==> config.mk <==
export PLATFORM = sky130hd
export DESIGN_NAME = varint_limit_decoder_unit
export DESIGN_NICKNAME = d
export VERILOG_FILES = /design/src/rtl/vld_pkg.sv /design/src/rtl/varint_limit_decoder_unit.sv
export SDC_FILE = /design/constraint.sdc
export NUM_CORES = 1
export LEC_CHECK = 0
export ABC_AREA = 1
export ABC_CLOCK_PERIOD_IN_PS = 12200
export BUFFER_PORTS_ARGS = -buffer_cell sky130_fd_sc_hd__buf_2
export CORE_MARGIN = 2
export CORE_UTILIZATION = 50
export CTS_CLUSTER_SIZE = 20
export DETAILED_ROUTE_END_ITERATION = 12
export PLACE_DENSITY_LB_ADDON = 0.05
export SETUP_SLACK_MARGIN = 0.4
export SLEW_MARGIN = 25
export SYNTH_ARGS = -nofsm -noshare
export SYNTH_HDL_FRONTEND = slang
export SYNTH_SLANG_ARGS = --single-unit
==> constraint.sdc <==
create_clock -name clk_i -period 12.2 [get_ports clk_i]
set_clock_uncertainty 0.2 [all_clocks]
set_input_delay 0.61 -clock clk_i [delete_from_list [all_inputs] [get_ports clk_i]]
set_output_delay 0.61 -clock clk_i [all_outputs]
set_load 0.02 [all_outputs]
==> src/rtl/vld_pkg.sv <==
`timescale 1ns / 1ps

package vld_pkg;

  // Field widths
  localparam int unsigned ByteW    = 8;
  localparam int unsigned GroupW   = 7;
  localparam int unsigned ValueW   = 33;
  localparam int unsigned SValueW  = 32;

  // APB register map: one 64-bit register per 8-byte slot
  localparam int unsigned PaddrW   = 4;
  localparam int unsigned PdataW   = 64;
  localparam int unsigned RegIdxLo = 3;

  // Register indexes (paddr[PaddrW-1:RegIdxLo])
  localparam logic [PaddrW-RegIdxLo-1:0] RegValueLimit = '0;

  // Reset value of the limit register
  localparam logic [ValueW-1:0] LimitReset = 33'h0_FFFF_FFFF;

  // Byte layout
  localparam int unsigned ContBit  = 7;

  typedef enum logic [1:0] {
    ST_OK     = 2'd0,
    ST_FORMAT = 2'd1,
    ST_TRUNC  = 2'd2
  } status_e;

  typedef struct packed {
    status_e                    status;
    logic [ValueW-1:0]          value;
    logic signed [SValueW-1:0]  signed_value;
  } result_t;

endpackage

==> src/rtl/varint_limit_decoder_unit.sv <==
`timescale 1ns / 1ps

// Channel  | direction | handshake               | word
// ---------+-----------+-------------------------+---------------------------------------
// in       | in        | in_valid_i / in_stall_o | data_byte_i, end_of_buffer_i
// out      | out       | out_valid_o/out_stall_i | status_o, value_o, signed_value_o
// cfg      | in        | APB psel/penable/pready | value_limit at byte address 0
//
// One input word is taken every cycle while in_stall_o is low; the result of the word that
// completes, rejects or truncates a value is registered in the output or skid register.
// The per-word work (limit compare, 7-bit merge, final compare, zigzag) runs combinationally
// from the accumulator register into the output register, or the skid register on a stall.
// Reset clears the accumulator, the output and skid valids, and loads value_limit with
// 0xFFFFFFFF.
// A stalled output is backed by a one-word skid register; in_stall_o rises only when
// the skid register is occupied.
module varint_limit_decoder_unit (
  input  logic                                 clk_i,
  input  logic                                 rst_ni,
  // input channel
  input  logic                                 in_valid_i,
  output logic                                 in_stall_o,
  input  logic [vld_pkg::ByteW-1:0]            data_byte_i,
  input  logic                                 end_of_buffer_i,
  // output channel
  output logic                                 out_valid_o,
  input  logic                                 out_stall_i,
  output vld_pkg::status_e                     status_o,
  output logic [vld_pkg::ValueW-1:0]           value_o,
  output logic signed [vld_pkg::SValueW-1:0]   signed_value_o,
  // configuration port
  input  logic                                 psel,
  input  logic                                 penable,
  input  logic                                 pwrite,
  input  logic [vld_pkg::PaddrW-1:0]           paddr,
  input  logic [vld_pkg::PdataW-1:0]           pwdata,
  output logic [vld_pkg::PdataW-1:0]           prdata,
  output logic                                 pready
);
  import vld_pkg::*;

  logic [ValueW-1:0]          limit_q;
  logic [ValueW-1:0]          acc_q, acc_d;
  logic                       reg_sel;
  logic                       in_fire;
  logic                       out_fire;
  logic [ValueW-1:0]          lim_shr;
  logic                       early_ovf;
  logic [ValueW-1:0]          merged;
  logic                       cont;
  logic                       res_valid;
  result_t                    res;
  logic [SValueW-1:0]         zz;
  result_t                    out_q, skid_q;
  logic                       out_v_q, skid_v_q;

  // Configuration register
  assign pready  = 1'b1;
  assign reg_sel = (paddr[PaddrW-1:RegIdxLo] == RegValueLimit);
  assign prdata  = reg_sel ? {{(PdataW-ValueW){1'b0}}, limit_q} : '0;

  always_ff @(posedge clk_i or negedge rst_ni) begin
    if (!rst_ni) begin
      limit_q <= LimitReset;
    end else if (psel && penable && pwrite && pready && reg_sel) begin
      limit_q <= pwdata[ValueW-1:0];
    end
  end

  // Handshakes
  assign in_stall_o = skid_v_q;
  assign in_fire    = in_valid_i && !in_stall_o;
  assign out_fire   = out_v_q && !out_stall_i;

  // Per-word decode: early limit check, merge, final check
  assign lim_shr   = limit_q >> GroupW;
  assign early_ovf = (acc_q > lim_shr);
  assign merged    = {acc_q[ValueW-GroupW-1:0], data_byte_i[GroupW-1:0]};
  assign cont      = data_byte_i[ContBit];
  assign zz        = {1'b0, merged[SValueW-1:1]} ^ {SValueW{merged[0]}};

  always_comb begin
    acc_d            = acc_q;
    res_valid        = 1'b0;
    res.status       = ST_OK;
    res.value        = '0;
    res.signed_value = '0;
    if (in_fire) begin
      priority if (early_ovf) begin
        res_valid  = 1'b1;
        res.status = ST_FORMAT;
        acc_d      = '0;
      end else if (!cont) begin
        res_valid = 1'b1;
        acc_d     = '0;
        if (merged > limit_q) begin
          res.status = ST_FORMAT;
        end else begin
          res.status       = ST_OK;
          res.value        = merged;
          res.signed_value = zz;
        end
      end else if (end_of_buffer_i) begin
        res_valid  = 1'b1;
        res.status = ST_TRUNC;
        acc_d      = '0;
      end else begin
        acc_d = merged;
      end
    end
  end

  always_ff @(posedge clk_i or negedge rst_ni) begin
    if (!rst_ni) begin
      acc_q <= '0;
    end else begin
      acc_q <= acc_d;
    end
  end

  // Output register with one-word skid
  always_ff @(posedge clk_i or negedge rst_ni) begin
    if (!rst_ni) begin
      out_v_q  <= 1'b0;
      skid_v_q <= 1'b0;
    end else if (!out_v_q || out_fire) begin
      if (skid_v_q) begin
        out_v_q  <= 1'b1;
        skid_v_q <= 1'b0;
      end else begin
        out_v_q <= res_valid;
      end
    end else if (res_valid) begin
      skid_v_q <= 1'b1;
    end
  end

  always_ff @(posedge clk_i) begin
    if (!out_v_q || out_fire) begin
      if (skid_v_q) begin
        out_q <= skid_q;
      end else if (res_valid) begin
        out_q <= res;
      end
    end else if (res_valid) begin
      skid_q <= res;
    end
  end

  assign out_valid_o    = out_v_q;
  assign status_o       = out_q.status;
  assign value_o        = out_q.value;
  assign signed_value_o = out_q.signed_value;

  // Checks
  a_skid_needs_out: assert property (@(posedge clk_i) disable iff (!rst_ni)
    skid_v_q |-> out_v_q)
    else $error("skid word held while output register empty");

  a_fail_zero: assert property (@(posedge clk_i) disable iff (!rst_ni)
    (out_v_q && out_q.status != ST_OK) |-> (out_q.value == '0 && out_q.signed_value == '0))
    else $error("failed result carries a nonzero value");

  a_acc_clears: assert property (@(posedge clk_i) disable iff (!rst_ni)
    res_valid |=> (acc_q == '0))
    else $error("accumulator not cleared after a result");

  a_ok_in_limit: assert property (@(posedge clk_i) disable iff (!rst_ni)
    (res_valid && res.status == ST_OK) |-> (res.value <= limit_q))
    else $error("ok result above limit");

endmodule

* Word level (Yosys, flattened, before mapping)
Cells that the tools add are included.
Cells by class: magnitude comparators 2, muxes and demuxes 21, bitwise operators 3, reductions and logical operators 13
Operator list (count):
- 2-to-1 mux 67 bit | 3
- 2-to-1 mux 65 bit | 3
- 2-to-1 mux 33 bit | 4
- greater-than comparator 33 x 26 -> 1 bit | 1
- greater-than comparator 33 bit | 1
- bitwise XOR 31 x 32 -> 32 bit | 1
- 2-to-1 mux 1 bit | 8
- 2-to-1 mux 2 bit | 3
- logical AND 1 bit | 5
- AND reduction 2 bit | 2
- nonzero test 2 bit | 2
- logical NOT 1 bit | 3
- NOT 1 bit | 2
- logical OR 1 bit | 1
Storage, ports and cells: register bits 202, input port bits 84, output and inout port bits 134, word-level logic and storage cells 49

* Depth between registers and ports, before layout
word-level depth 7, mapped depth 18, gate-level depth less buffers 17

* Worst setup path after synthesis
OpenSTA, ideal clock, no wires.
path kind reg-to-reg, start point reg limit_q[27], end point reg out_q, in the netlist signed_value_o[0], enable pin, setup time 512 ps, data arrival time 4935 ps, required time 11488 ps, path slack 6553 ps, cell stages (with the launch flop) 13, path buffers 0, period minus slack after synthesis 5647 ps, cells stage by stage dfstp_2 > inv_1 > ha_1 > inv_2 > nor2_2 > nand3_2 > nor3_2 > nand3b_1 > nand3_2 > nand2_4 > nand2_4 > nand2_1 > a21oi_1
Between the ends: longest elaborated chain between the ends 5
Ends and longest elaborated chain:
- from (decl) | line varint_limit_decoder_unit.sv:42 | logic [ValueW-1:0] limit_q;
- from (signal assigned) | line varint_limit_decoder_unit.sv:64 | limit_q <= LimitReset;
- from (signal assigned) | line varint_limit_decoder_unit.sv:66 | limit_q <= pwdata[ValueW-1:0];
- greater-than comparator 33 x 26 -> 1 bit | line varint_limit_decoder_unit.sv:77 | assign early_ovf = (acc_q > lim_shr);
- 2-to-1 mux 1 bit | line varint_limit_decoder_unit.sv:89 | priority if (early_ovf) begin
- 2-to-1 mux 1 bit | line varint_limit_decoder_unit.sv:88 | if (in_fire) begin
- nonzero test 2 bit (no source line)
- AND reduction 2 bit (no source line)
- to (signal assigned) | line varint_limit_decoder_unit.sv:141 | out_q <= skid_q;
- to (signal assigned) | line varint_limit_decoder_unit.sv:143 | out_q <= res;
- to (decl) | line varint_limit_decoder_unit.sv:54 | result_t out_q, skid_q;
No other way between the ends. A chain may end at the register's enable or synchronous reset.

* Final worst setup path
start point reg limit_q[27], end point reg skid_q[66] (netlist bit), enable pin
Between the ends: longest elaborated chain between the ends 4
Ends and longest elaborated chain:
- greater-than comparator 33 x 26 -> 1 bit | line varint_limit_decoder_unit.sv:77
- 2-to-1 mux 1 bit | line varint_limit_decoder_unit.sv:89
- 2-to-1 mux 1 bit | line varint_limit_decoder_unit.sv:88
- AND reduction 2 bit (no source line)
- to (signal assigned) | line varint_limit_decoder_unit.sv:146 | skid_q <= res;
- to (decl) | line varint_limit_decoder_unit.sv:54
No other way between the ends.

==> impl_metrics.yaml <==
outcome:
  outcome: "complete, no violations"
grt:
  grt_pass1_wl_um: 35270
  grt_antenna_before_repair: 0
  grt_max_degree: 69
  grt_use_total: 0.2077
  grt_pass1_vias: 6516
  grt.overflow.total: 0
worst_setup_path:
  path_max_fanout: 46
  path_class: "reg2reg"
  cp-end-kind: "flop"
  cp-endpoint: "skid_q[66]$_DFFE_PP_"
  cp-start-kind: "flop"
  r2r_start: "limit_q[27]$_DFFE_PN1P_"
  rr_worst_depth: 13
  rrSetupSlack_ps: 7670
  crit_start: "limit_q[27]$_DFFE_PN1P_"
  arrival_ps: 4400
  rr_endpoint: "skid_q[66]$_DFFE_PP_"
  critical_path_required_ps: 12070
placed_design:
  hpwl_um: 15080
  gp_congestion: 0.8500
  port_buffers: 151
cts:
  cts_sinks: 200
  htree_levels: 4
  cts_made_buffers: 17
  holdBufCountCts: 0
  clockRootBuffer: "clkbuf_16"
  insertion_delay_ps: 440
  post_cts_buffers: 0
  cts_tree: "done"
  clockBufferDepth: 2
  cts_resized: 0
  clkTransAtPathRegs_ps: 80
synth:
  netlist_area_um2: 10210
  synth_top_family_by_area: "simple AND/OR/NAND/NOR gates"
  synth_common_cells: "nand2_1, inv_1, edfxtp_1"
  yosys-top-cells-area: "edfxtp_1, nand2_1, dfrtp_1, dfstp_2, inv_1"
  ys_warn_count: 0
  synth_top_area_cell: "edfxtp_1"
  synth_edf_count: 132
  ys.flop_type: "edfxtp_1"
  synthSimpleGateAreaFrac: 0.2324
  synth_compound_gate_area_share: 0.05414
  yosysMostFrequentCell: "nand2_1"
  seq_area_frac_synth: 0.5585
  ys_ff_latch: 200
  synth_xor_xnor_area_share: 0.005145
  syn_inst: 1127
  synth.distinct_cells: 35
  yosys.area_share.adder: 0.04165
  synth.area.mux_share: 0
  avgSynthCellArea_um2: 9.064
  ys_async_sr_fraction: 0.3400
  yosysTopAreaCellShare: 0.3880
sta:
  fin_crit_ps: 4526
  hold_viol_final: 0
  whs_ps: 168.3
  finalCritPeriodShare: 0.3710
  worstMarginPinSlew_ps: 875.9
  setup_violations: 0
  maxSlewViolCount: 0
  tns_ps: 0
  fmax_ghz: 0.2209
  maxSlewHeadroom: 0.4160
  rsz0062_at_grt: "false"
worst_hold_path:
  hold_path.class: "in2async"
route:
  via_per_inst: 4.791
  first_pass_iters: 5
  drt-total-wl_um: 22040
  drcViolationCount: 0
  wl_per_cell_um: 14.38
  drt_iter0_markers: 482
  ant_nets: 0
  via_count: 7345
finish:
  diodes: 0
  drive_gt1_frac: 0.2059
  nets: 1368
  syn_to_final_growth_pct: 13.34
die:
  num_rows: 52
  dieWidth_um: 146.9
  initial_utilization: 0.5065
  dieArea_um2: 21590
  ios: 218
  die-height_um: 146.9
  coreArea_um2: 20170
pwr:
  power_density_nw_per_um2: 146.0
  peakVddDrop_v: 0.00009712
  p_leak_uw: 0.005778
  totalPowerFinal_uw: 1691
run:
  drv_cap: 0
-- power by group --
part | switching [µW] | leakage (µW) | total (µW) | internal, µW
logic | 219 | 0.00341 | 306 | 87.5
clock network | 262 | 0.000271 | 555 | 293
registers | 18.4 | 0.00210 | 829 | 811
-- metrics by stage --
stage,setup slack (ps),cells,instance area (µm²),util
global placement,7652,1501,10990,0.5451
detailed placement,7652,1501,10990,0.5451
floorplan,6553,1157,10330,-
finish,7674,1533,11580,0.5740
CTS,7610,1533,11580,0.5740
global route,7300,1533,11580,0.5740
-- placed cells by master, fill, tap and decap left out, types with 33 or more instances in the layout --
cell,Yosys,final
ha_1,34,34
a21oi_1,59,58
nand2_1,308,308
o22ai_1,33,33
dfrtp_1,36,35
nand3_1,61,61
nor2_1,115,113
buf_2,10,151
inv_1,149,149
edfxtp_1,132,132
-- registers in the layout (all words and copies together) (netlist names) --
signal          cells
in_stall_o          1
signed_value_o     31
skid_q             66
value_o            33
acc_q              33
status_o            2
limit_q            33
out_valid_o         1
-- worst min-delay path by stage --
stage / startpoint / to / depth (start not counted)
6_report: rst_ni / limit_q[32]$_DFFE_PN0P_ / 2
5_1_grt: pwdata[6] / limit_q[6]$_DFFE_PN1P_ / 3
4_1_cts: pwdata[24] / limit_q[24]$_DFFE_PN1P_ / 3
3_5_place_dp: limit_q[0]$_DFFE_PN1P_ / limit_q[0]$_DFFE_PN1P_ / 2
3_3_place_gp: limit_q[0]$_DFFE_PN1P_ / limit_q[0]$_DFFE_PN1P_ / 2
2_1_floorplan: rst_ni / acc_q[0]$_DFFE_PN0P_ / 0
-- critical path: stages, from the launching register on --
cell      delay, ps
dfstp_2         520
inv_1            70
ha_1            360
inv_2            50
nor2_2          160
nand3_2         130
nor3_2          150
nand3b_1        110
nand3_2         100
nand2_4         310
nand2_4         470
nand2_1         270
nor2_4          680
buf_4           570
-- logic make-up after synthesis --
logic type               after synthesis
other                                  2
flip-flops                           200
AND/OR/NAND/NOR                      542
adder cells (fa/ha/maj)               34
AO/OA/AOI/OAI                        102
buffers and inverters                241
XOR/XNOR                               6
-- routing by layer --
metal  track usage  routed length, µm
met1        0.3285              11170
met2        0.2988               9254
met3       0.03168               1295
met4       0.05481                316
met5             0                  0
-- cell type report --
type                    count  area (µm²)
repair buffers            159       815.8
clock buffers              19       442.9
inverters                 156       588.1
clock inverters            13       140.1
fillers                  1843        8592
well taps                 270       337.8
multi-input cells         716        3546
flip-flops and latches    200        5707
Note: power is estimated with default switching activity, not from simulation.
